[src/design/gated_phase_difference_tracker_core_defines.svh]
// ----------------------------------------------------------------------------
// Gated phase difference tracker assertion macros
// Shared concurrent assertion forms, clocked on clk and disabled in reset.
// ----------------------------------------------------------------------------
`ifndef GATED_PHASE_DIFFERENCE_TRACKER_CORE_DEFINES_SVH
`define GATED_PHASE_DIFFERENCE_TRACKER_CORE_DEFINES_SVH

// Consequent must hold in the same cycle as the antecedent.
`define GPDT_ASSERT_IMP(lbl, ante, cons, msg) \
  lbl: assert property (@(posedge clk) disable iff (!rst_n) (ante) |-> (cons)) \
    else $error(msg);

// Consequent must hold in the cycle after the antecedent.
`define GPDT_ASSERT_NXT(lbl, ante, cons, msg) \
  lbl: assert property (@(posedge clk) disable iff (!rst_n) (ante) |=> (cons)) \
    else $error(msg);

`endif

[src/design/gpdt_pkg.sv]
// ----------------------------------------------------------------------------
// Gated phase difference tracker package
// Command and status types, datapath operation codes and fixed constants.
// ----------------------------------------------------------------------------
package gpdt_pkg;

  localparam int COEFF_W = 24;
  localparam int RATIO_W = 15;
  localparam int BAND_W  = 16;
  localparam int CORR_W  = 18;
  localparam int PHASE_W = 16;
  localparam int CFG_IDX_W = 3;

  localparam logic [CFG_IDX_W-1:0] CFG_FAST    = 3'd0;
  localparam logic [CFG_IDX_W-1:0] CFG_SLOW    = 3'd1;
  localparam logic [CFG_IDX_W-1:0] CFG_ATTACK  = 3'd2;
  localparam logic [CFG_IDX_W-1:0] CFG_RELEASE = 3'd3;
  localparam logic [CFG_IDX_W-1:0] CFG_RATIO   = 3'd4;

  localparam logic [23:0] ENV_MAX   = 24'hFFFFFF;
  localparam int          ABS_FLOOR = 17;
  localparam int          MAG2_MIN  = 115;
  localparam int          UNIT      = 65536;
  localparam int          PI_Q20    = 3294199;
  localparam int          PI_Q13    = 25736;
  localparam int          CORDIC_STEPS = 20;
  localparam int          SQRT_STEPS   = 32;
  localparam int          DIV_STEPS    = 18;

  typedef logic [4:0] op_t;

  localparam op_t OP_NONE   = 5'd0;
  localparam op_t OP_LOAD   = 5'd1;
  localparam op_t OP_ENV_F  = 5'd2;
  localparam op_t OP_ENV_S  = 5'd3;
  localparam op_t OP_THR    = 5'd4;
  localparam op_t OP_ZR     = 5'd5;
  localparam op_t OP_ZI     = 5'd6;
  localparam op_t OP_M2A    = 5'd7;
  localparam op_t OP_M2B    = 5'd8;
  localparam op_t OP_SQ_INIT = 5'd9;
  localparam op_t OP_SQ_STEP = 5'd10;
  localparam op_t OP_DV_INIT = 5'd11;
  localparam op_t OP_DV_STEP = 5'd12;
  localparam op_t OP_DV_END  = 5'd13;
  localparam op_t OP_BLEND   = 5'd14;
  localparam op_t OP_N2A     = 5'd15;
  localparam op_t OP_N2B     = 5'd16;
  localparam op_t OP_COMMIT  = 5'd17;
  localparam op_t OP_CR_INIT = 5'd18;
  localparam op_t OP_CR_STEP = 5'd19;
  localparam op_t OP_OUT     = 5'd20;

  typedef struct packed {
    op_t        op;
    logic [4:0] step;
    logic       sel;   // 0: cosine or real part, 1: sine or imaginary part
    logic       pass;  // 0: band product normalization, 1: phasor renormalization
  } cmd_t;

  typedef struct packed {
    logic mag_big;
    logic nonzero;
    logic eob;
    logic out_free;
  } sts_t;

  function automatic logic [19:0] atan_entry(input logic [4:0] i);
    logic [19:0] v;
    unique case (i)
      5'd0:  v = 20'd823550;
      5'd1:  v = 20'd486170;
      5'd2:  v = 20'd256879;
      5'd3:  v = 20'd130396;
      5'd4:  v = 20'd65451;
      5'd5:  v = 20'd32757;
      5'd6:  v = 20'd16383;
      5'd7:  v = 20'd8192;
      5'd8:  v = 20'd4096;
      5'd9:  v = 20'd2048;
      5'd10: v = 20'd1024;
      5'd11: v = 20'd512;
      5'd12: v = 20'd256;
      5'd13: v = 20'd128;
      5'd14: v = 20'd64;
      5'd15: v = 20'd32;
      5'd16: v = 20'd16;
      5'd17: v = 20'd8;
      5'd18: v = 20'd4;
      5'd19: v = 20'd2;
      default: v = 20'd0;
    endcase
    return v;
  endfunction

endpackage

[src/design/gpdt_ctrl.sv]
// ----------------------------------------------------------------------------
// Gated phase difference tracker controller
// Sequences the datapath operations for one sample and the result hand-off.
// ----------------------------------------------------------------------------
module gpdt_ctrl (
  input  logic           clk,
  input  logic           rst_n,
  input  logic           in_valid,
  output logic           in_ready,
  input  gpdt_pkg::sts_t sts,
  output gpdt_pkg::cmd_t cmd
);
  import gpdt_pkg::*;

  localparam logic [4:0] ST_IDLE   = 5'd0;
  localparam logic [4:0] ST_ENVF   = 5'd1;
  localparam logic [4:0] ST_ENVS   = 5'd2;
  localparam logic [4:0] ST_THR    = 5'd3;
  localparam logic [4:0] ST_ZR     = 5'd4;
  localparam logic [4:0] ST_ZI     = 5'd5;
  localparam logic [4:0] ST_M2A    = 5'd6;
  localparam logic [4:0] ST_M2B    = 5'd7;
  localparam logic [4:0] ST_GATE   = 5'd8;
  localparam logic [4:0] ST_SQI    = 5'd9;
  localparam logic [4:0] ST_SQS    = 5'd10;
  localparam logic [4:0] ST_DVI    = 5'd11;
  localparam logic [4:0] ST_DVS    = 5'd12;
  localparam logic [4:0] ST_DVE    = 5'd13;
  localparam logic [4:0] ST_BLC    = 5'd14;
  localparam logic [4:0] ST_BLS    = 5'd15;
  localparam logic [4:0] ST_N2A    = 5'd16;
  localparam logic [4:0] ST_N2B    = 5'd17;
  localparam logic [4:0] ST_NZ     = 5'd18;
  localparam logic [4:0] ST_COMMIT = 5'd19;
  localparam logic [4:0] ST_EOB    = 5'd20;
  localparam logic [4:0] ST_CRI    = 5'd21;
  localparam logic [4:0] ST_CRS    = 5'd22;
  localparam logic [4:0] ST_OUT    = 5'd23;

  logic [4:0] state_r, state_nxt;
  logic [4:0] cnt_r, cnt_nxt;
  logic       sel_r, sel_nxt;
  logic       pass_r, pass_nxt;
  op_t        op;

  always_comb begin
    state_nxt = state_r;
    cnt_nxt   = cnt_r;
    sel_nxt   = sel_r;
    pass_nxt  = pass_r;
    op        = OP_NONE;
    unique case (state_r)
      ST_IDLE: begin
        if (in_valid) begin
          op        = OP_LOAD;
          state_nxt = ST_ENVF;
        end
      end
      ST_ENVF: begin op = OP_ENV_F; state_nxt = ST_ENVS; end
      ST_ENVS: begin op = OP_ENV_S; state_nxt = ST_THR; end
      ST_THR:  begin op = OP_THR;   state_nxt = ST_ZR; end
      ST_ZR:   begin op = OP_ZR;    state_nxt = ST_ZI; end
      ST_ZI:   begin op = OP_ZI;    state_nxt = ST_M2A; end
      ST_M2A:  begin op = OP_M2A;   state_nxt = ST_M2B; end
      ST_M2B:  begin op = OP_M2B;   state_nxt = ST_GATE; end
      ST_GATE: begin
        pass_nxt  = 1'b0;
        state_nxt = sts.mag_big ? ST_SQI : ST_EOB;
      end
      ST_SQI: begin
        op        = OP_SQ_INIT;
        cnt_nxt   = 5'(SQRT_STEPS - 1);
        state_nxt = ST_SQS;
      end
      ST_SQS: begin
        op = OP_SQ_STEP;
        if (cnt_r == 5'd0) begin
          sel_nxt   = 1'b0;
          state_nxt = ST_DVI;
        end else begin
          cnt_nxt = cnt_r - 5'd1;
        end
      end
      ST_DVI: begin
        op        = OP_DV_INIT;
        cnt_nxt   = 5'(DIV_STEPS - 1);
        state_nxt = ST_DVS;
      end
      ST_DVS: begin
        op = OP_DV_STEP;
        if (cnt_r == 5'd0) begin
          state_nxt = ST_DVE;
        end else begin
          cnt_nxt = cnt_r - 5'd1;
        end
      end
      ST_DVE: begin
        op = OP_DV_END;
        if (!sel_r) begin
          sel_nxt   = 1'b1;
          state_nxt = ST_DVI;
        end else if (!pass_r) begin
          state_nxt = ST_BLC;
        end else begin
          state_nxt = ST_COMMIT;
        end
      end
      ST_BLC: begin op = OP_BLEND; sel_nxt = 1'b1; state_nxt = ST_BLS; end
      ST_BLS: begin op = OP_BLEND; state_nxt = ST_N2A; end
      ST_N2A: begin op = OP_N2A; state_nxt = ST_N2B; end
      ST_N2B: begin op = OP_N2B; state_nxt = ST_NZ; end
      ST_NZ: begin
        pass_nxt  = 1'b1;
        state_nxt = sts.nonzero ? ST_SQI : ST_COMMIT;
      end
      ST_COMMIT: begin op = OP_COMMIT; state_nxt = ST_EOB; end
      ST_EOB: begin
        state_nxt = sts.eob ? ST_CRI : ST_IDLE;
      end
      ST_CRI: begin
        op        = OP_CR_INIT;
        cnt_nxt   = 5'd0;
        state_nxt = ST_CRS;
      end
      ST_CRS: begin
        op = OP_CR_STEP;
        if (cnt_r == 5'(CORDIC_STEPS - 1)) begin
          state_nxt = ST_OUT;
        end else begin
          cnt_nxt = cnt_r + 5'd1;
        end
      end
      ST_OUT: begin
        if (sts.out_free) begin
          op        = OP_OUT;
          state_nxt = ST_IDLE;
        end
      end
      default: state_nxt = ST_IDLE;
    endcase
  end

  always_ff @(posedge clk) begin
    if (!rst_n) begin
      state_r <= ST_IDLE;
      cnt_r   <= 5'd0;
      sel_r   <= 1'b0;
      pass_r  <= 1'b0;
    end else begin
      state_r <= state_nxt;
      cnt_r   <= cnt_nxt;
      sel_r   <= sel_nxt;
      pass_r  <= pass_nxt;
    end
  end

  // In the cosine blend state the select follows the state rather than the register.
  assign cmd.op   = op;
  assign cmd.step = cnt_r;
  assign cmd.sel  = (state_r == ST_BLC) ? 1'b0 : sel_r;
  assign cmd.pass = pass_r;
  assign in_ready = (state_r == ST_IDLE);

endmodule

[config.mk]
export PLATFORM = sky130hd
export DESIGN_NAME = gpdt_ctrl
export DESIGN_NICKNAME = d
export VERILOG_FILES = /design/src/design/gated_phase_difference_tracker_core_defines.svh /design/src/design/gpdt_pkg.sv /design/src/design/gpdt_ctrl.sv
export SDC_FILE = /design/constraint.sdc
export NUM_CORES = 1
export LEC_CHECK = 0
export ABC_AREA = 0
export BUFFER_PORTS_ARGS = -buffer_cell sky130_fd_sc_hd__buf_2
export CAP_MARGIN = 10
export CELL_PAD_IN_SITES_DETAIL_PLACEMENT = 1
export CELL_PAD_IN_SITES_GLOBAL_PLACEMENT = 2
export CORE_MARGIN = 1.5
export CORE_UTILIZATION = 31
export CTS_BUF_LIST = sky130_fd_sc_hd__clkbuf_16
export DETAILED_ROUTE_END_ITERATION = 7
export GPL_ROUTABILITY_DRIVEN = 0
export HOLD_SLACK_MARGIN = 0.05
export PLACE_DENSITY = 0.87
export SYNTH_ARGS = -nofsm -noshare
export SYNTH_HDL_FRONTEND = slang
export SYNTH_SLANG_ARGS = --single-unit
[constraint.sdc]
create_clock -name clk -period 2.8 [get_ports clk]
set_input_delay 0.14 -clock clk [delete_from_list [all_inputs] [get_ports clk]]
set_output_delay 0.14 -clock clk [all_outputs]
set_load 0.005 [all_outputs]
==> impl_metrics.env, run 1 <==
export IMPL_status="finished clean"
export IMPL_drv_cap=0
export IMPL_fin_cells=233
export IMPL_wl_per_cell_um=17.8
export IMPL_num_rows=22
export IMPL_setup_viol=0
export IMPL_nFillCells=508
export IMPL_synth_top_cell_area_share_pct=19.4
export IMPL_grt_usage_pct=20.7
export IMPL_coreArea_um2=3740
export IMPL_dp_cells=229
export IMPL_cts_tree="built"
export IMPL_synth_area_leaders="dfxtp_1 19%, a21oi_1 4.4%, o21ai_0 4.4%"
export IMPL_areaGrowthSynthToFinish_pct=16.5
export IMPL_avgSynthCellArea_um2=7.26
export IMPL_fmax_mhz=416
export IMPL_crit_type="reg2reg"
export IMPL_power_density_nw_per_um2=410
export IMPL_drtIter0Drc=83
export IMPL_clock_sinks=12
export IMPL_rrSetupSlack_ns=0.40
export IMPL_rsz0062_at_grt="no"
export IMPL_p_leak_nw=0.624
export IMPL_cp_required_ns=2.94
export IMPL_drive_gt1_share_pct=17.3
export IMPL_cp_start_kind="flip-flop"
export IMPL_grt_pass1_vias=1417
export IMPL_worst_skew_pair_late_latency_ns=0.24
export IMPL_hold_violations=0
export IMPL_synthCells=171
export IMPL_yosysWarnings=0
export IMPL_die_width_um=66.3
export IMPL_postRouteAntennaNets=0
export IMPL_totalWireLength_mm=4.15
export IMPL_worst_slew_pin_transition_ns=0.432
export IMPL_ys_ff_latch=12
export IMPL_syn_area_um2=1240
export IMPL_dieArea_um2=4390
export IMPL_ir_worst_vdd_mv=0.521
export IMPL_cts_resized=0
export IMPL_grt_overflow_total=0
export IMPL_synth_edf_count=0
export IMPL_port_buffers=19
export IMPL_drtPass1Iterations=4
export IMPL_min_path_type="in2reg"
export IMPL_vias_per_cell=5.92
export IMPL_cts_buffer_depth=2
export IMPL_nets=197
export IMPL_cts_root_buf="clkbuf_16"
export IMPL_post_cts_buffers=0
export IMPL_vias=1380
export IMPL_finalCritPeriodShare_pct=85.8
export IMPL_num_antenna_cells=0
export IMPL_cts_made_buffers=3
export IMPL_grt_pass1_wl_mm=6.98
export IMPL_hpwl_mm=2.98
export IMPL_synth_ff_type="dfxtp_1"
export IMPL_async_flop_share_pct=0
export IMPL_setup_tns_final_ns=0
export IMPL_top_level_ports=20
export IMPL_start_util_pct=33.2
export IMPL_yosysSeqAreaShare_pct=19.4
export IMPL_layout_min_cycle_time_ns=2.40
export IMPL_synth_distinct_cells=53
export IMPL_hold_buffers=0
export IMPL_crit_arrival_ns=2.55
export IMPL_design_area_um2=1450
export IMPL_synth_most_common_cell="nand2_1"
export IMPL_cts_max_level=1
export IMPL_yosys_top_cells_count="13 x nand2_1, 12 x dfxtp_1, 11 x a21oi_1, 11 x o21ai_0, 10 x nor2_1"
export IMPL_remaining_drc_errors=0
export IMPL_skew_ns=0.00186
export IMPL_antenna_found_initial=0
export IMPL_maxSlewViolCount=0
export IMPL_utilization_pct=38.6
export IMPL_synth_nets=182
export IMPL_report_power_total_w=0.000593
export IMPL_grt_max_degree=29
export IMPL_slew_headroom_pct=71.0
export IMPL_path_max_fanout=7
export IMPL_synth_top_area_cell="dfxtp_1"
export IMPL_placed_cell_area_um2=1370
export IMPL_clk_pin_slew_ns=0.04
export IMPL_endpoint_kind="flip-flop"
export IMPL_die_h_um=66.3
==> sequential cells by signal (all words and copies together), names as in the netlist <==
name and flops:
cnt_r 5, state_r 5, pass_r 1, sel_r 1
==> power by group <==
group | switching, W | internal, W | leakage, nW
sequential | 0.00000222 | 0.000177 | 0.0971
clock | 0.0000788 | 0.000188 | 0.0385
combinational | 0.0000924 | 0.0000542 | 0.489
total | 0.000173 | 0.000419 | 0.624
==> worst max-delay path, stage by stage, from the launching register on <==
cell      delay (ns)
dfxtp_1         0.30
or2_1           0.32
nor2_2          0.19
inv_1           0.12
fa_1            0.44
a21o_1          0.21
a21oi_1         0.16
xor2_1          0.19
mux2i_1         0.09
a311oi_1        0.29
==> area by class of cell <==
cell class                 count  area [um^2]  share of cell area, %
timing repair buffer          25          140                   9.69
sequential                    12          240                   16.6
inverter                       7         26.3                   1.82
tap                           48         60.1                   4.15
clock inverter                 1         3.75                  0.260
multi-input combinational    137          901                   62.3
clock buffer                   3         75.1                   5.19
==> through the flow <==
step | setup slack [ns] | hold slack (ns)
floorplan | 0.565 | 0.338
global placement | 0.545 | 0.484
detailed placement | 0.402 | 0.495
CTS | 0.386 | 0.242
global route | 0.278 | 0.254
finish | 0.399 | 0.249
==> worst paths after layout <==
| path | end | cells past startpoint | startpoint |
|---|---|---|---|
| max reg2reg | cnt_r[4] | 9 | state_r[3] |
| max | cnt_r[4] | 9 | state_r[3] |
| min reg2reg | sel_r | 2 | sel_r |
| min | state_r[3] | 2 | rst_n |
==> metal layers <==
| metal | track usage [%] | routed length, um |
|---|---|---|
| met5 | 0 | 0 |
| met4 | 6.38 | 72 |
| met3 | 2.73 | 99 |
| met2 | 35.1 | 2030 |
| met1 | 26.9 | 1950 |
==> cells in the final DEF, fill, tap and decap left out, drive strengths merged, types with 2 or more instances in the layout <==
cell type  netlist  final
and2             2      2
nor2            11     11
and3             2      2
nor2b            4      4
a21oi           11     11
a21o             3      3
nor3             5      5
xnor2            3      3
or2              3      3
o311a            3      3
clkbuf           8      3
nand3            5      5
buf              7     25
xor2             4      4
o211ai           5      5
nand2           13     13
nand2b           4      4
or3              5      5
a31oi            4      4
a32o             3      3
mux2i            4      4
inv              7      7
dfxtp           12     12
o22ai            4      4
nor3b            3      3
o21ai           14     14
ha               3      3
==> logic make-up after synthesis <==
family / Yosys count / share of synthesized area [%]
XOR/XNOR: 7 / 4.94
AO/OA/AOI/OAI: 59 / 32.4
adder cells (fa/ha/maj): 4 / 4.64
buffers and inverters: 22 / 8.06
flip-flops: 12 / 19.4
multiplexers: 4 / 3.23
AND/OR/NAND/NOR: 63 / 27.4
Power figures use the tool's default switching activity.
==> run 2, diff against run 1 <==
--- a/config.mk
+++ b/config.mk
@@ -15,6 +15,7 @@
 export CTS_BUF_LIST = sky130_fd_sc_hd__clkbuf_16
 export DETAILED_ROUTE_END_ITERATION = 7
 export GPL_ROUTABILITY_DRIVEN = 0
+export GPL_TIMING_DRIVEN = 0
 export HOLD_SLACK_MARGIN = 0.05
 export PLACE_DENSITY = 0.87
 export SYNTH_ARGS = -nofsm -noshare
==> constraint.sdc (replaced) <==
create_clock -name clk -period 2.3 [get_ports clk]
set_input_delay 0.46 -clock clk [delete_from_list [all_inputs] [get_ports clk]]
set_output_delay 0.46 -clock clk [all_outputs]
set_load 0.005 [all_outputs]
==> run 2 against run 1 <==
Compared with the run above: worst setup slack worse by 0.33 ns; register-to-register slack worse by 0.33 ns; global-route usage decreased by 0.71 points; combinational power increased by 37%; maximum frequency is 7.7% higher; via count rose by 4.3%; wire length up 1.6%; cell area is 8.9% higher; critical path type unchanged; critical endpoint unchanged; highest routed layer unchanged.
==> impl_metrics.env, run 2 (same netlist as run 1, synthesis figures left out) <==
export IMPL_status="finished clean"
export IMPL_critPathTopFamily="compound AO/OA/AOI/OAI gates"
export IMPL_clk_pin_slew_ns=0.05
export IMPL_remaining_drc_errors=0
export IMPL_worst_slew_pin_transition_ns=0.482
export IMPL_grtUsageMet2_pct=33.0
export IMPL_die_width_um=66.3
export IMPL_grt_max_degree=20
export IMPL_mostFrequentLayoutCells="20 x buf_2, 13 x nand2_1, 11 x o21ai_0"
export IMPL_skew_ns=0.00547
export IMPL_antenna_found_initial=0
export IMPL_clockPowerShare_pct=43.1
export IMPL_cts_max_level=1
export IMPL_drv_cap=0
export IMPL_drtIter0Drc=61
export IMPL_rrSetupSlack_ns=0.07
export IMPL_top_level_ports=20
export IMPL_die_h_um=66.3
export IMPL_cts_made_buffers=3
export IMPL_grt_overflow_total=0
export IMPL_vias_per_cell=5.85
export IMPL_worst_hold_slack_ns=0.554
export IMPL_cts_root_buf="clkbuf_16"
export IMPL_endpoint_kind="flip-flop"
export IMPL_layout_commonest_cell="buf_2"
export IMPL_p_leak_nw=0.686
export IMPL_nFillCells=505
export IMPL_path_max_fanout=4
export IMPL_hold_violations=0
export IMPL_maxSlewViolCount=0
export IMPL_cp_required_ns=2.41
export IMPL_coreArea_um2=3740
export IMPL_rsz0062_at_grt="yes"
export IMPL_path_buf_inv=2
export IMPL_start_util_pct=33.2
export IMPL_vias=1439
export IMPL_cts_buffer_depth=2
export IMPL_drive_gt1_share_pct=25.3
export IMPL_drtPass1Iterations=4
export IMPL_crit_chain="or2_1, buf_6, nor2_4, inv_2, fa_2, a21o_1, a21oi_2, xor2_1, mux2i_1, a311oi_1"
export IMPL_num_antenna_cells=0
export IMPL_slew_headroom_pct=67.9
export IMPL_num_rows=22
export IMPL_postRouteAntennaNets=0
export IMPL_reg_top3="cnt_r x5, state_r x5"
export IMPL_power_net_switching_w=0.000213
export IMPL_power_frac_seq_pct=29.5
export IMPL_worst_skew_pair_late_latency_ns=0.24
export IMPL_grt_usage_pct=20.0
export IMPL_grt_pass1_vias=1362
export IMPL_clock_sinks=12
export IMPL_intPower_w=0.000523
export IMPL_p_comb_share_pct=27.4
export IMPL_slowest_delay_ns=0.36
export IMPL_cts_tree="built"
export IMPL_areaGrowthSynthToFinish_pct=26.9
export IMPL_port_buffers=18
export IMPL_totalWireLength_mm=4.22
export IMPL_min_path_type="reg2reg"
export IMPL_crit_arrival_ns=2.34
export IMPL_setup_viol=0
export IMPL_dp_cells=237
export IMPL_top_usage_layer="met2"
export IMPL_crit_slowest_cell="fa_2"
export IMPL_wl_per_cell_um=17.2
export IMPL_grt_pass1_wl_mm=6.74
export IMPL_ir_worst_vdd_mv=0.479
export IMPL_utilization_pct=42.1
export IMPL_finalCritPeriodShare_pct=96.9
export IMPL_cp_start_kind="flip-flop"
export IMPL_swShare_pct=28.9
export IMPL_layout_min_cycle_time_ns=2.23
export IMPL_fmax_mhz=448
export IMPL_fin_cells=246
export IMPL_hpwl_mm=3.20
export IMPL_power_density_nw_per_um2=467
export IMPL_crit_type="reg2reg"
export IMPL_dieArea_um2=4390
export IMPL_nets=210
export IMPL_grt_util_met3_pct=3.92
export IMPL_gr_usage_met1_pct=25.7
==> run 2: metal layers <==
metal	part of all wire, %	wire (um)	up-vias
met5	0	0	-
met4	2.2	92	0
met3	4.7	198	8
met2	49	2060	41
met1	44	1870	700
li1	-	-	690
==> run 2: power by group through the flow <==
| stage | combinational [W] | sequential, W | clock, W |
|---|---|---|---|
| global route | 0.000220 | 0.000217 | 0.000339 |
| finish | 0.000202 | 0.000217 | 0.000317 |
| floorplan | 0.000131 | 0.000220 | 0 |
| detailed placement | 0.000186 | 0.000222 | 0 |
| global placement | 0.000182 | 0.000221 | 0 |
| CTS | 0.000190 | 0.000218 | 0.000325 |
==> run 2: through the flow <==
step                area, um^2  setup TNS (ns)  power, W  setup WS [ns]
finish                    1580               0  0.000736         0.0702
global route              1580          -0.102  0.000776        -0.0983
CTS                       1500         -0.0424  0.000733        -0.0424
detailed placement        1390          -0.227  0.000408         -0.219
global placement          1390          -0.172  0.000403         -0.172
floorplan                 1240               0  0.000352         0.0654
==> run 2: timing repair <==
item | CTS | global route
setup buffers | 0 | 6
pin swaps | 0 | 7
endpoints found under the setup margin | 6 | 7
gates resized for setup | 14 | 18
hold buffers | 0 | 0
==> run 2: worst paths after layout <==
kind / startpoint / end / depth (start not counted)
max: state_r[3] / cnt_r[4] / 10
min: sel_r / sel_r / 2
max reg2reg: state_r[3] / cnt_r[4] / 10
min reg2reg: sel_r / sel_r / 2
==> run 2: final cells by class <==
class,instances,area [um^2],share of cell area (%)
Clock buffer,3,75.1,4.77
Timing Repair Buffer,24,135,8.58
Tap cell,48,60.1,3.81
Buffer,14,97.6,6.20
Clock inverter,1,3.75,0.238
Sequential cell,12,245,15.6
Multi-Input combinational cell,137,932,59.2
Inverter,7,26.3,1.67
==> run 2: worst register-to-register path: stages (launching register included) <==
cell and delay (ns):
dfxtp_4 0.34, or2_1 0.21, buf_6 0.12, nor2_4 0.10
inv_2 0.07, fa_2 0.36, a21o_1 0.17, a21oi_2 0.13
xor2_1 0.18, mux2i_1 0.28, a311oi_1 0.12
==> run 3, diff against run 2 <==
--- a/config.mk
+++ b/config.mk
@@ -11,13 +11,13 @@
 export CELL_PAD_IN_SITES_DETAIL_PLACEMENT = 1
 export CELL_PAD_IN_SITES_GLOBAL_PLACEMENT = 2
 export CORE_MARGIN = 1.5
-export CORE_UTILIZATION = 31
+export CORE_UTILIZATION = 28
 export CTS_BUF_LIST = sky130_fd_sc_hd__clkbuf_16
 export DETAILED_ROUTE_END_ITERATION = 7
 export GPL_ROUTABILITY_DRIVEN = 0
 export GPL_TIMING_DRIVEN = 0
 export HOLD_SLACK_MARGIN = 0.05
-export PLACE_DENSITY = 0.87
+export PLACE_DENSITY = 0.83
 export SYNTH_ARGS = -nofsm -noshare
 export SYNTH_HDL_FRONTEND = slang
 export SYNTH_SLANG_ARGS = --single-unit
==> constraint.sdc (replaced) <==
create_clock -name clk -period 2 [get_ports clk]
set_input_delay 0.4 -clock clk [delete_from_list [all_inputs] [get_ports clk]]
set_output_delay 0.4 -clock clk [all_outputs]
set_load 0.005 [all_outputs]
==> run 3 against run 2 <==
Compared with the run above: critical path depth down 1; the flow now finishes with violations (negative setup slack); register-to-register slack worse by 0.22 ns; non-clock buffer count up 15; critical path type unchanged; total power up 27%; cell area up 16%; combinational power up 59%.
==> impl_metrics.env, run 3 (same netlist as run 1, synthesis figures left out) <==
export IMPL_status="complete, but fails checks"
export IMPL_violations="negative setup slack"
export IMPL_clock_sinks=12
export IMPL_crit_start="state_r[3]"
export IMPL_clk_pin_slew_ns=0.04
export IMPL_areaGrowthSynthToFinish_pct=47.7
export IMPL_grt_pass1_wl_mm=7.03
export IMPL_layout_min_cycle_time_ns=2.15
export IMPL_slowest_delay_ns=0.40
export IMPL_fmax_mhz=465
export IMPL_drv_cap=0
export IMPL_endpoint_kind="flip-flop"
export IMPL_report_power_total_w=0.000932
export IMPL_num_rows=24
export IMPL_maxSlewViolCount=0
export IMPL_cts_max_level=1
export IMPL_drive_gt1_share_pct=37.1
export IMPL_worst_slew_pin_transition_ns=0.487
export IMPL_cts_root_buf="clkbuf_16"
export IMPL_r2r_end="cnt_r[4]"
export IMPL_layout_commonest_cell="buf_4"
export IMPL_path_buf_inv=1
export IMPL_cp_required_ns=2.11
export IMPL_nets=225
export IMPL_path_max_fanout=4
export IMPL_ff2ff_path_depth=9
export IMPL_critPathTopFamily="compound AO/OA/AOI/OAI gates"
export IMPL_cts_buffer_depth=2
export IMPL_drtPass1Iterations=4
export IMPL_ir_worst_vdd_mv=0.457
export IMPL_postRouteAntennaNets=0
export IMPL_totalWireLength_mm=4.66
export IMPL_rrSetupSlack_ns=-0.15
export IMPL_mostFrequentLayoutCells="20 x buf_4, 18 x buf_2, 12 x nand2_1"
export IMPL_remaining_drc_errors=0
export IMPL_die_h_um=69.6
export IMPL_setup_slack_ns=-0.150
export IMPL_coreArea_um2=4320
export IMPL_cts_made_buffers=3
export IMPL_worst_skew_pair_late_latency_ns=0.23
export IMPL_grt_pass1_vias=1412
export IMPL_power_density_nw_per_um2=508
export IMPL_antenna_found_initial=0
export IMPL_vias_per_cell=5.58
export IMPL_grt_usage_pct=17.8
export IMPL_die_width_um=69.6
export IMPL_p_leak_nw=0.801
export IMPL_num_antenna_cells=0
export IMPL_crit_type="reg2reg"
export IMPL_grt_max_degree=11
export IMPL_cp_start_kind="flip-flop"
export IMPL_finalCritPeriodShare_pct=108
export IMPL_wl_per_cell_um=17.6
export IMPL_rsz0062_at_grt="yes"
export IMPL_reg_top3="cnt_r x5, state_r x5"
export IMPL_cp_num_cells=9
export IMPL_cts_tree="built"
export IMPL_crit_slowest_cell="fa_2"
export IMPL_min_path_type="in2reg"
export IMPL_dieArea_um2=4840
export IMPL_start_util_pct=28.7
export IMPL_timing_rr_start="state_r[3]"
export IMPL_grt_overflow_total=0
export IMPL_hpwl_mm=3.10
export IMPL_drtIter0Drc=86
export IMPL_crit_end="cnt_r[4]"
export IMPL_setup_viol=3
export IMPL_port_buffers=18
export IMPL_hold_violations=0
export IMPL_vias=1478
export IMPL_hold_buffers=0
export IMPL_skew_ns=0.00161
export IMPL_utilization_pct=42.4
export IMPL_slew_headroom_pct=67.5
export IMPL_top_level_ports=20
export IMPL_crit_arrival_ns=2.26
export IMPL_crit_chain="or2_4, nor2_4, inv_2, fa_2, a21o_1, a21oi_2, xor2_1, mux2i_1, a311oi_1"
## run 3: cell types whose count changed in the layout (fill, tap and decap cells not counted), sizes merged
cell,delta
buf,+18
inv,-1
clkbuf,-3
clkinvlp,+1
## run 3: metrics by stage
step | setup TNS [ns] | setup slack (ns) | instance area, um^2 | hold slack, ns | cells
4_1_cts | -0.238 | -0.238 | 1640 | 0.522 | 252
6_report | -0.263 | -0.150 | 1830 | 0.526 | 265
5_1_grt | -0.553 | -0.240 | 1830 | 0.568 | 265
3_3_place_gp | -1.43 | -0.234 | 1410 | 0.520 | 241
2_1_floorplan | -0.0413 | -0.0413 | 1260 | 0.485 | 171
3_5_place_dp | -1.80 | -0.290 | 1410 | 0.534 | 241
## run 3: worst min-delay path by stage
stage           start         end  slack (ns)  cells after the start
6_report       sts[0]  state_r[0]        0.53                      3
5_1_grt        sts[0]  state_r[0]        0.57                      3
4_1_cts        sts[0]  state_r[0]        0.52                      3
3_5_place_dp    sel_r       sel_r        0.53                      2
3_3_place_gp    sel_r       sel_r        0.52                      2
2_1_floorplan   sel_r       sel_r        0.49                      2
## run 3: area by class of cell
type	instances	area [um^2]
clock buffer	3	75.1
timing repair buffer	39	277
tap	52	65.1
sequential	12	248
inverter	7	30.0
fill	551	2490
buffer	14	146
multi-input combinational	137	988
clock inverter	1	3.75
## run 3: worst register-to-register path: stages, from the launching register on
cell and delay (ns):
dfxtp_4 0.33, or2_4 0.26, nor2_4 0.11, inv_2 0.07, fa_2 0.40, a21o_1 0.18
a21oi_2 0.14, xor2_1 0.20, mux2i_1 0.24, a311oi_1 0.11
## run 3: repair_timing
| action | in CTS | in global routing |
|---|---|---|
| setup endpoints to repair | 13 | 11 |
| pin swaps | 9 | 12 |
| cloned | 0 | 1 |
| resized for setup | 29 | 32 |
| setup buffers | 7 | 13 |
## run 3: where the power goes
part / total, W / leakage (nW) / internal [W] / switching [W]
registers: 0.000251 / 0.0993 / 0.000247 / 0.00000416
logic: 0.000322 / 0.663 / 0.000155 / 0.000166
clock network: 0.000359 / 0.0385 / 0.000263 / 0.0000969
total: 0.000932 / 0.801 / 0.000664 / 0.000267
## run 3: per-layer routing
metal	track usage, %	vias to the layer above	part of all wire [%]
li1	-	720	-
met2	31.1	20	51
met4	2.61	0	1.1
met3	2.18	4	1.9
met1	23.9	734	46
met5	0	-	0
